--- src/rtl/drr_pkg.sv ---
// Shared types and constants for the decline rate regression block.
// Used by drr_ctrl, drr_datapath and decline_rate_regression.
package drr_pkg;

    localparam int TIME_WIDTH_DEF = 16;
    localparam int LN_IN_W        = 33;
    localparam logic [31:0] LN2_Q32 = 32'hB172_17F8;
    localparam logic [6:0] DIV_STEPS  = 7'd32;
    localparam logic [6:0] SQ_STEPS   = 7'd24;
    localparam logic [6:0] FIT_STEPS  = 7'd64;
    localparam logic [6:0] FRAC_STEPS = 7'd24;

    localparam logic CFG_PRODUCT_SELECT = 1'b0;
    localparam logic CFG_TIME_TRANSFORM = 1'b1;

    localparam logic KIND_WELL = 1'b0;
    localparam logic KIND_FIT  = 1'b1;

    typedef enum logic [4:0] {
        OP_NONE,
        OP_LOAD,
        OP_DIV_INIT,
        OP_DIV_STEP,
        OP_LNQ_INIT,
        OP_LNG_INIT,
        OP_NORM_STEP,
        OP_SQ_INIT,
        OP_SQ_STEP,
        OP_LN_MUL,
        OP_LN_RND,
        OP_FIRST,
        OP_MUL_A,
        OP_ACC_A,
        OP_MUL_B,
        OP_ACC_B,
        OP_MUL_T,
        OP_ACC_T,
        OP_EMIT_WELL,
        OP_FIT_INIT,
        OP_FIT_STEP,
        OP_FRAC_INIT,
        OP_FRAC_STEP,
        OP_EMIT_FIT
    } drr_op_t;

    typedef struct packed {
        logic use_rec;
        logic eow;
        logic eos;
        logic started;
        logic tmode;
        logic cnt_zero;
        logic norm_done;
        logic out_free;
        logic den_zero;
    } drr_status_t;

endpackage

--- src/rtl/drr_ctrl.sv ---
// Sequencer for the decline rate regression block.
// Depends on drr_pkg; drives drr_datapath through drr_op_t commands.
module drr_ctrl
    import drr_pkg::*;
(
    input  logic        clk,
    input  logic        rst_n,
    input  logic        rec_valid,
    output logic        rec_stall,
    input  drr_status_t status,
    output drr_op_t     op
);

    typedef enum logic [4:0] {
        S_IDLE, S_CHECK, S_DIV, S_NORM, S_SQ, S_LNMUL, S_LNRND,
        S_MUL_A, S_ACC_A, S_MUL_B, S_ACC_B, S_MUL_T, S_ACC_T,
        S_EOW, S_FIT_INIT, S_FIT_DIV, S_FRAC, S_FIT_OUT
    } state_t;

    state_t state_reg, state_next;
    logic   lng_reg, lng_next;

    assign rec_stall = (state_reg != S_IDLE);

    always_comb
    begin
        state_next = state_reg;
        lng_next   = lng_reg;
        op         = OP_NONE;
        case (state_reg)
            S_IDLE:
            begin
                if (rec_valid)
                begin
                    op         = OP_LOAD;
                    state_next = S_CHECK;
                end
            end
            S_CHECK:
            begin
                if (status.use_rec)
                begin
                    op         = OP_DIV_INIT;
                    state_next = S_DIV;
                end
                else
                begin
                    state_next = S_EOW;
                end
            end
            S_DIV:
            begin
                if (status.cnt_zero)
                begin
                    op         = OP_LNQ_INIT;
                    lng_next   = 1'b0;
                    state_next = S_NORM;
                end
                else
                begin
                    op = OP_DIV_STEP;
                end
            end
            S_NORM:
            begin
                if (status.norm_done)
                begin
                    op         = OP_SQ_INIT;
                    state_next = S_SQ;
                end
                else
                begin
                    op = OP_NORM_STEP;
                end
            end
            S_SQ:
            begin
                if (status.cnt_zero)
                begin
                    state_next = S_LNMUL;
                end
                else
                begin
                    op = OP_SQ_STEP;
                end
            end
            S_LNMUL:
            begin
                op         = OP_LN_MUL;
                state_next = S_LNRND;
            end
            S_LNRND:
            begin
                op = OP_LN_RND;
                if (lng_reg)
                begin
                    state_next = S_MUL_A;
                end
                else if (!status.started)
                begin
                    state_next = S_CHECK;
                end
                else if (status.tmode)
                begin
                    state_next = S_NORM;
                end
                else
                begin
                    state_next = S_MUL_A;
                end
                // first-record and ln(1+t) hand-offs
                if (!lng_reg && !status.started)
                begin
                    state_next = S_EOW;
                end
            end
            S_MUL_A:
            begin
                op         = OP_MUL_A;
                state_next = S_ACC_A;
            end
            S_ACC_A:
            begin
                op         = OP_ACC_A;
                state_next = S_MUL_B;
            end
            S_MUL_B:
            begin
                op         = OP_MUL_B;
                state_next = S_ACC_B;
            end
            S_ACC_B:
            begin
                op         = OP_ACC_B;
                state_next = S_MUL_T;
            end
            S_MUL_T:
            begin
                op         = OP_MUL_T;
                state_next = S_ACC_T;
            end
            S_ACC_T:
            begin
                op         = OP_ACC_T;
                state_next = S_EOW;
            end
            S_EOW:
            begin
                if (!status.eow && !status.eos)
                begin
                    state_next = S_IDLE;
                end
                else if (status.out_free)
                begin
                    op         = OP_EMIT_WELL;
                    state_next = status.eos ? S_FIT_INIT : S_IDLE;
                end
            end
            S_FIT_INIT:
            begin
                if (status.den_zero)
                begin
                    state_next = S_FIT_OUT;
                end
                else
                begin
                    op         = OP_FIT_INIT;
                    state_next = S_FIT_DIV;
                end
            end
            S_FIT_DIV:
            begin
                if (!status.cnt_zero)
                begin
                    op = OP_FIT_STEP;
                end
                else if (status.tmode)
                begin
                    op         = OP_FRAC_INIT;
                    state_next = S_FRAC;
                end
                else
                begin
                    state_next = S_FIT_OUT;
                end
            end
            S_FRAC:
            begin
                if (status.cnt_zero)
                begin
                    state_next = S_FIT_OUT;
                end
                else
                begin
                    op = OP_FRAC_STEP;
                end
            end
            S_FIT_OUT:
            begin
                if (status.out_free)
                begin
                    op         = OP_EMIT_FIT;
                    state_next = S_IDLE;
                end
            end
            default:
            begin
                state_next = S_IDLE;
            end
        endcase
        // second ln pass (g = ln(1+t)) starts from the rate ln result
        if (state_reg == S_LNRND && !lng_reg && status.started && status.tmode)
        begin
            op         = OP_LN_RND;
            lng_next   = 1'b1;
            state_next = S_NORM;
        end
    end

    always_ff @(posedge clk or negedge rst_n)
    begin
        if (!rst_n)
        begin
            state_reg <= S_IDLE;
            lng_reg   <= 1'b0;
        end
        else
        begin
            state_reg <= state_next;
            lng_reg   <= lng_next;
        end
    end

endmodule

--- config.mk ---
export PLATFORM = sky130hd
export DESIGN_NAME = drr_ctrl
export DESIGN_NICKNAME = d
export VERILOG_FILES = /design/src/rtl/drr_pkg.sv /design/src/rtl/drr_ctrl.sv
export SDC_FILE = /design/constraint.sdc
export NUM_CORES = 1
export LEC_CHECK = 0
export BUFFER_PORTS_ARGS = -buffer_cell sky130_fd_sc_hd__buf_2
export CAP_MARGIN = 20
export CORE_MARGIN = 3
export CORE_UTILIZATION = 61
export CTS_BUF_LIST = sky130_fd_sc_hd__clkbuf_8
export CTS_CLUSTER_SIZE = 30
export DETAILED_ROUTE_END_ITERATION = 12
export PLACE_DENSITY = 0.89
export SLEW_MARGIN = 20
export SYNTH_ARGS = -nofsm -noshare
export SYNTH_HDL_FRONTEND = slang
export SYNTH_SLANG_ARGS = --single-unit
--- constraint.sdc ---
create_clock -name clk -period 3.49 [get_ports clk]
set_input_delay 0.698 -clock clk [delete_from_list [all_inputs] [get_ports clk]]
set_output_delay 0.698 -clock clk [all_outputs]
set_load 0.005 [all_outputs]
# --- Yosys cells after proc, flatten, opt, wreduce, memory -nomap -nowiden ---
# Index checks and enable logic that the tools add are counted.
op_classes:
  n_eq_ne: 25
  muxes: 36
  n_reduce_logical: 15
op_table:
  columns: ["op", "n"]
  rows:
  - ["case mux 5 bit (18 select lines)", 2]
  - ["two-way mux 5 bit", 20]
  - ["== test 5 x 4 -> 1 bit, second input constant", 8]
  - ["!= test 3 bit, second input constant", 7]
  - ["== test 5 x 3 -> 1 bit, second input constant", 4]
  - ["two-way mux 3 bit", 4]
  - ["two-way mux 4 bit", 3]
  - ["== test 5 x 2 -> 1 bit, second input constant", 2]
  - ["== test 5 bit, second input constant", 2]
  - ["AND reduction 8 bit", 1]
  - ["two-way mux 1 bit", 6]
  - ["== test 5 x 1 -> 1 bit, second input constant", 1]
  - ["logical AND 1 bit", 5]
  - ["logical NOT 5 bit", 1]
  - ["nonzero test 5 bit", 1]
  - ["logical NOT 1 bit", 4]
  - ["!= test 4 bit, second input constant", 1]
  - ["nonzero test 2 bit", 2]
  - ["two-way mux 2 bit", 1]
  - ["AND reduction 2 bit", 1]
word_totals:
  reg_bits: 6
  in_bits: 12
  out_inout_bits: 6
  word_cells: 78

# --- Longest topological paths before layout ---
depth:
  word_depth: 6
  mapped_depth: 7

# --- Worst setup path before layout ---
# OpenSTA, ideal clock, no wires.
synth_path:
  kind: "in2out"
  from: "in status[3] (netlist name)"
  to: "out op[0]"
  arrival_ns: 1.518
  required_ns: 2.792
  setup_slack_ns: 1.274
  cell_stages: 6
  cell_sequence: "clkbuf_1 nor2_1 a22oi_1 o22ai_1 a31oi_1 o211ai_1"
synth_between:
  elab_chain_cells: 3
  elab_cells_between_ends: 4
  classes_between: "mux: 4"
synth_rtl:
  columns: ["element", "line_no", "rtl"]
  rows:
  - ["from (decl)", "drr_ctrl.sv:10", "input drr_status_t status,"]
  - ["two-way mux 5 bit or two-way mux 3 bit (tied branches)", "drr_ctrl.sv:173, drr_ctrl.sv:53", null]
  - ["case mux 5 bit (18 select lines) *", "drr_ctrl.sv:30", "case (state_reg)"]
  - ["two-way mux 5 bit *", "drr_ctrl.sv:212", "if (state_reg == S_LNRND && !lng_reg && status.started && status.tmode)"]
  - ["to (decl)", "drr_ctrl.sv:11", "output drr_op_t op"]
# Every way passes the cells marked *; elsewhere a longest branch is shown, timed or not.

# --- Worst setup path after layout ---
layout_path:
  from: "reg state_reg[3]"
  to: "out op[1]"
layout_between:
  elab_chain_cells: 5
  elab_cells_between_ends: 23
  classes_between: "eq/ne: 17; mux: 2; reduce/logical: 4"
layout_rtl:
  columns: ["element", "line_no", "rtl"]
  rows:
  - ["from (decl)", "drr_ctrl.sv:20", "state_t state_reg, state_next;"]
  - ["from (signal assigned)", "drr_ctrl.sv:229", "state_reg <= state_next;"]
  - ["parallel branches: the longest is 4 deep, another holds case mux 5 bit (18 select lines)", null, null]
  - ["two-way mux 5 bit *", "drr_ctrl.sv:212", null]
# Every way passes the cells marked *.

==> results.ini <==
[synthesis]
synth-seq-cells = 6
ys_top_cells_by_area = dfrtp_1 (17%), mux2_4 (6.7%), o21ai_0 (5.6%)
yosysTopAreaCellShare = 0.167
ys_seq_area_frac = 0.167
synth_ff_type = dfrtp_1
yosys.area.top_type = dfrtp_1
synth-warning-count = 0
synth_area_um2 = 901
synth_cell_types = 42
syn_nets = 135
synth_common_cells = nand2_1 (11), nor2_1 (11), o21ai_0 (10), a21oi_1 (8), dfrtp_1 (6)
postSynthCellCount = 123
synth-edff-count = 0
synth-async-reset-ratio = 1.00
postSynthAreaPerCell_um2 = 7.32

[pwr]
worst_ir_drop_vdd_v = 0.000706
leakagePower_nw = 0.394
power_density_nw_per_um2 = 1110

[place]
placed_cell_area_um2 = 960
place_ws_ps = 957
routabilityCongestion = 0.916
dp.cells = 145
place_hpwl_um = 1770
numPortBuffers = 17

[sta]
fmaxAchievable_mhz = 353
finalCritPeriodShare = 0.813
setup_tns_ps = 0
hold_viol_final = 0
maxSlewHeadroom = 0.448
rsz0062_at_grt = false
setup_viol = 0
clock_skew_ps = 0.767
drv_slew = 0
worst_pin_slew_ps = 828
layout_setup_ws_ps = 653
min_period_ps = 2840

[min_path]
hold_path.class = input pin to async pin

[clock_network]
numCtsBuffers = 3
hold_buffers = 0
worst_skew_pair.late_latency_ps = 220
cts_tree = yes
clk_pin_slew_ps = 40
clock-sinks = 6
cts-root-buf = clkbuf_8
cts_resized = 0
ctsLongestPathBuffers = 2
cts_setup_buffers = 0
cts_max_level = 1

[floorplanning]
die_w_um = 44.4
start_util = 0.667
rows = 13
core_area_um2 = 1350
die_h_um = 44.4
dieArea_um2 = 1970
io_pins = 18

[grt]
grt_first_pass_wirelength_um = 4130
grt_usage = 0.281
antenna_found_initial = 0
grt_overflow = 0
first_global_vias = 884
grt_start_max_net_pins = 25

[critical_path]
critPathKind = flop to primary output
r2r-start = state_reg[3]$_DFFE_PN0P_
worst_setup_path_end_kind = primary output
start_kind = flop
reg2reg_depth = 5
startpoint = state_reg[3]$_DFFE_PN0P_
cp.required_ps = 2790
cp.arrival_ps = 2140
worstPathMaxFanout = 24

[run_status]
outcome = finished, final reports clean

[finish]
nets = 147
n_antenna_cell = 0
largest_reg_flops = 5
drive_gt1_frac = 0.263
syn2layout_area_growth_pct = 11.1
stdcell_area_um2 = 1000
stdcell_count = 148

[drt]
dr.pass1.iters = 4
wl_per_cell_um = 16.9
drt_iter0_drc = 78
ant_nets = 0
vias = 1032
viasPerCell = 6.97
wl_um = 2500
route.detailed.drc = 0

[flow_run]
maxCapViolations = 0

## report_power, final
part	internal, W	switching, W	total (W)
Combinational	0.000359	0.000374	0.000732
Clock	0.0000740	0.0000293	0.000103
Sequential	0.000106	0.000164	0.000271
## cell families after synthesis
logic type / after synthesis / synth area share
simple gates: 49 / 0.294
compound gates: 46 / 0.374
buf+inv: 16 / 0.0792
flops: 6 / 0.167
mux: 4 / 0.0667
xor+xnor: 2 / 0.0194
## through the flow
step                utilization  hold slack [ps]  total power, W
floorplan                     -              402        0.000821
global placement          0.711              520        0.000964
detailed placement        0.711              517        0.000985
CTS                       0.741              293         0.00109
global route              0.741              294         0.00120
finish                    0.741              290         0.00111
## worst paths after layout
| path | to | slack (ps) |
|---|---|---|
| setup reg to reg | state_reg[2]$_DFFE_PN0P_ | 1180 |
| min in group clk | lng_reg$_DFFE_PN0P_ | 530 |
| setup / recovery | op[1] | 650 |
| hold reg to reg | lng_reg$_DFFE_PN0P_ | 530 |
| hold / removal | state_reg[4]$_DFFE_PN0P_ | 290 |
| max in group asynchronous | state_reg[1]$_DFFE_PN0P_ | 3060 |
## critical path, stage by stage, from the launching register on
cell and delay (ps):
dfrtp_1 870, nand2b_4 150, nor4_1 510, a211oi_1 140
o21ai_0 110, buf_2 140
## cell type report
| cell class | instances | area [um^2] |
|---|---|---|
| Clock buffer | 3 | 41.3 |
| Fill cell | 109 | 349 |
| Inverter | 5 | 18.8 |
| Multi-Input combinational cell | 101 | 679 |
| Sequential cell | 6 | 150 |
| Tap cell | 15 | 18.8 |
| Timing Repair Buffer | 18 | 92.6 |
## layout by cell type (no fill, tap or decap), drive strengths merged, types with 2 or more instances in the layout
cell type | synthesis | layout
a22oi | 3 | 3
o31ai | 2 | 2
xor2 | 2 | 2
a211oi | 4 | 4
nor2b | 3 | 3
a21oi | 8 | 8
or2 | 2 | 2
nor4 | 3 | 3
nand2 | 11 | 11
nand2b | 3 | 3
nand4 | 2 | 2
mux2 | 4 | 4
buf | 6 | 18
inv | 5 | 5
nand3 | 4 | 4
nor3 | 6 | 6
o21ai | 11 | 11
nor2 | 12 | 12
o211ai | 4 | 4
clkbuf | 5 | 3
dfrtp | 6 | 6
a31oi | 4 | 4
## routing by layer
layer	GRT usage	routed length, um	up-vias	part of all wire
met5	0	0	-	0
met2	0.442	1180	72	0.47
met4	0.0602	34	0	0.014
met3	0.0610	278	4	0.11
met1	0.393	1010	466	0.40
li1	-	-	490	-
(Power assumes the default switching activity.)
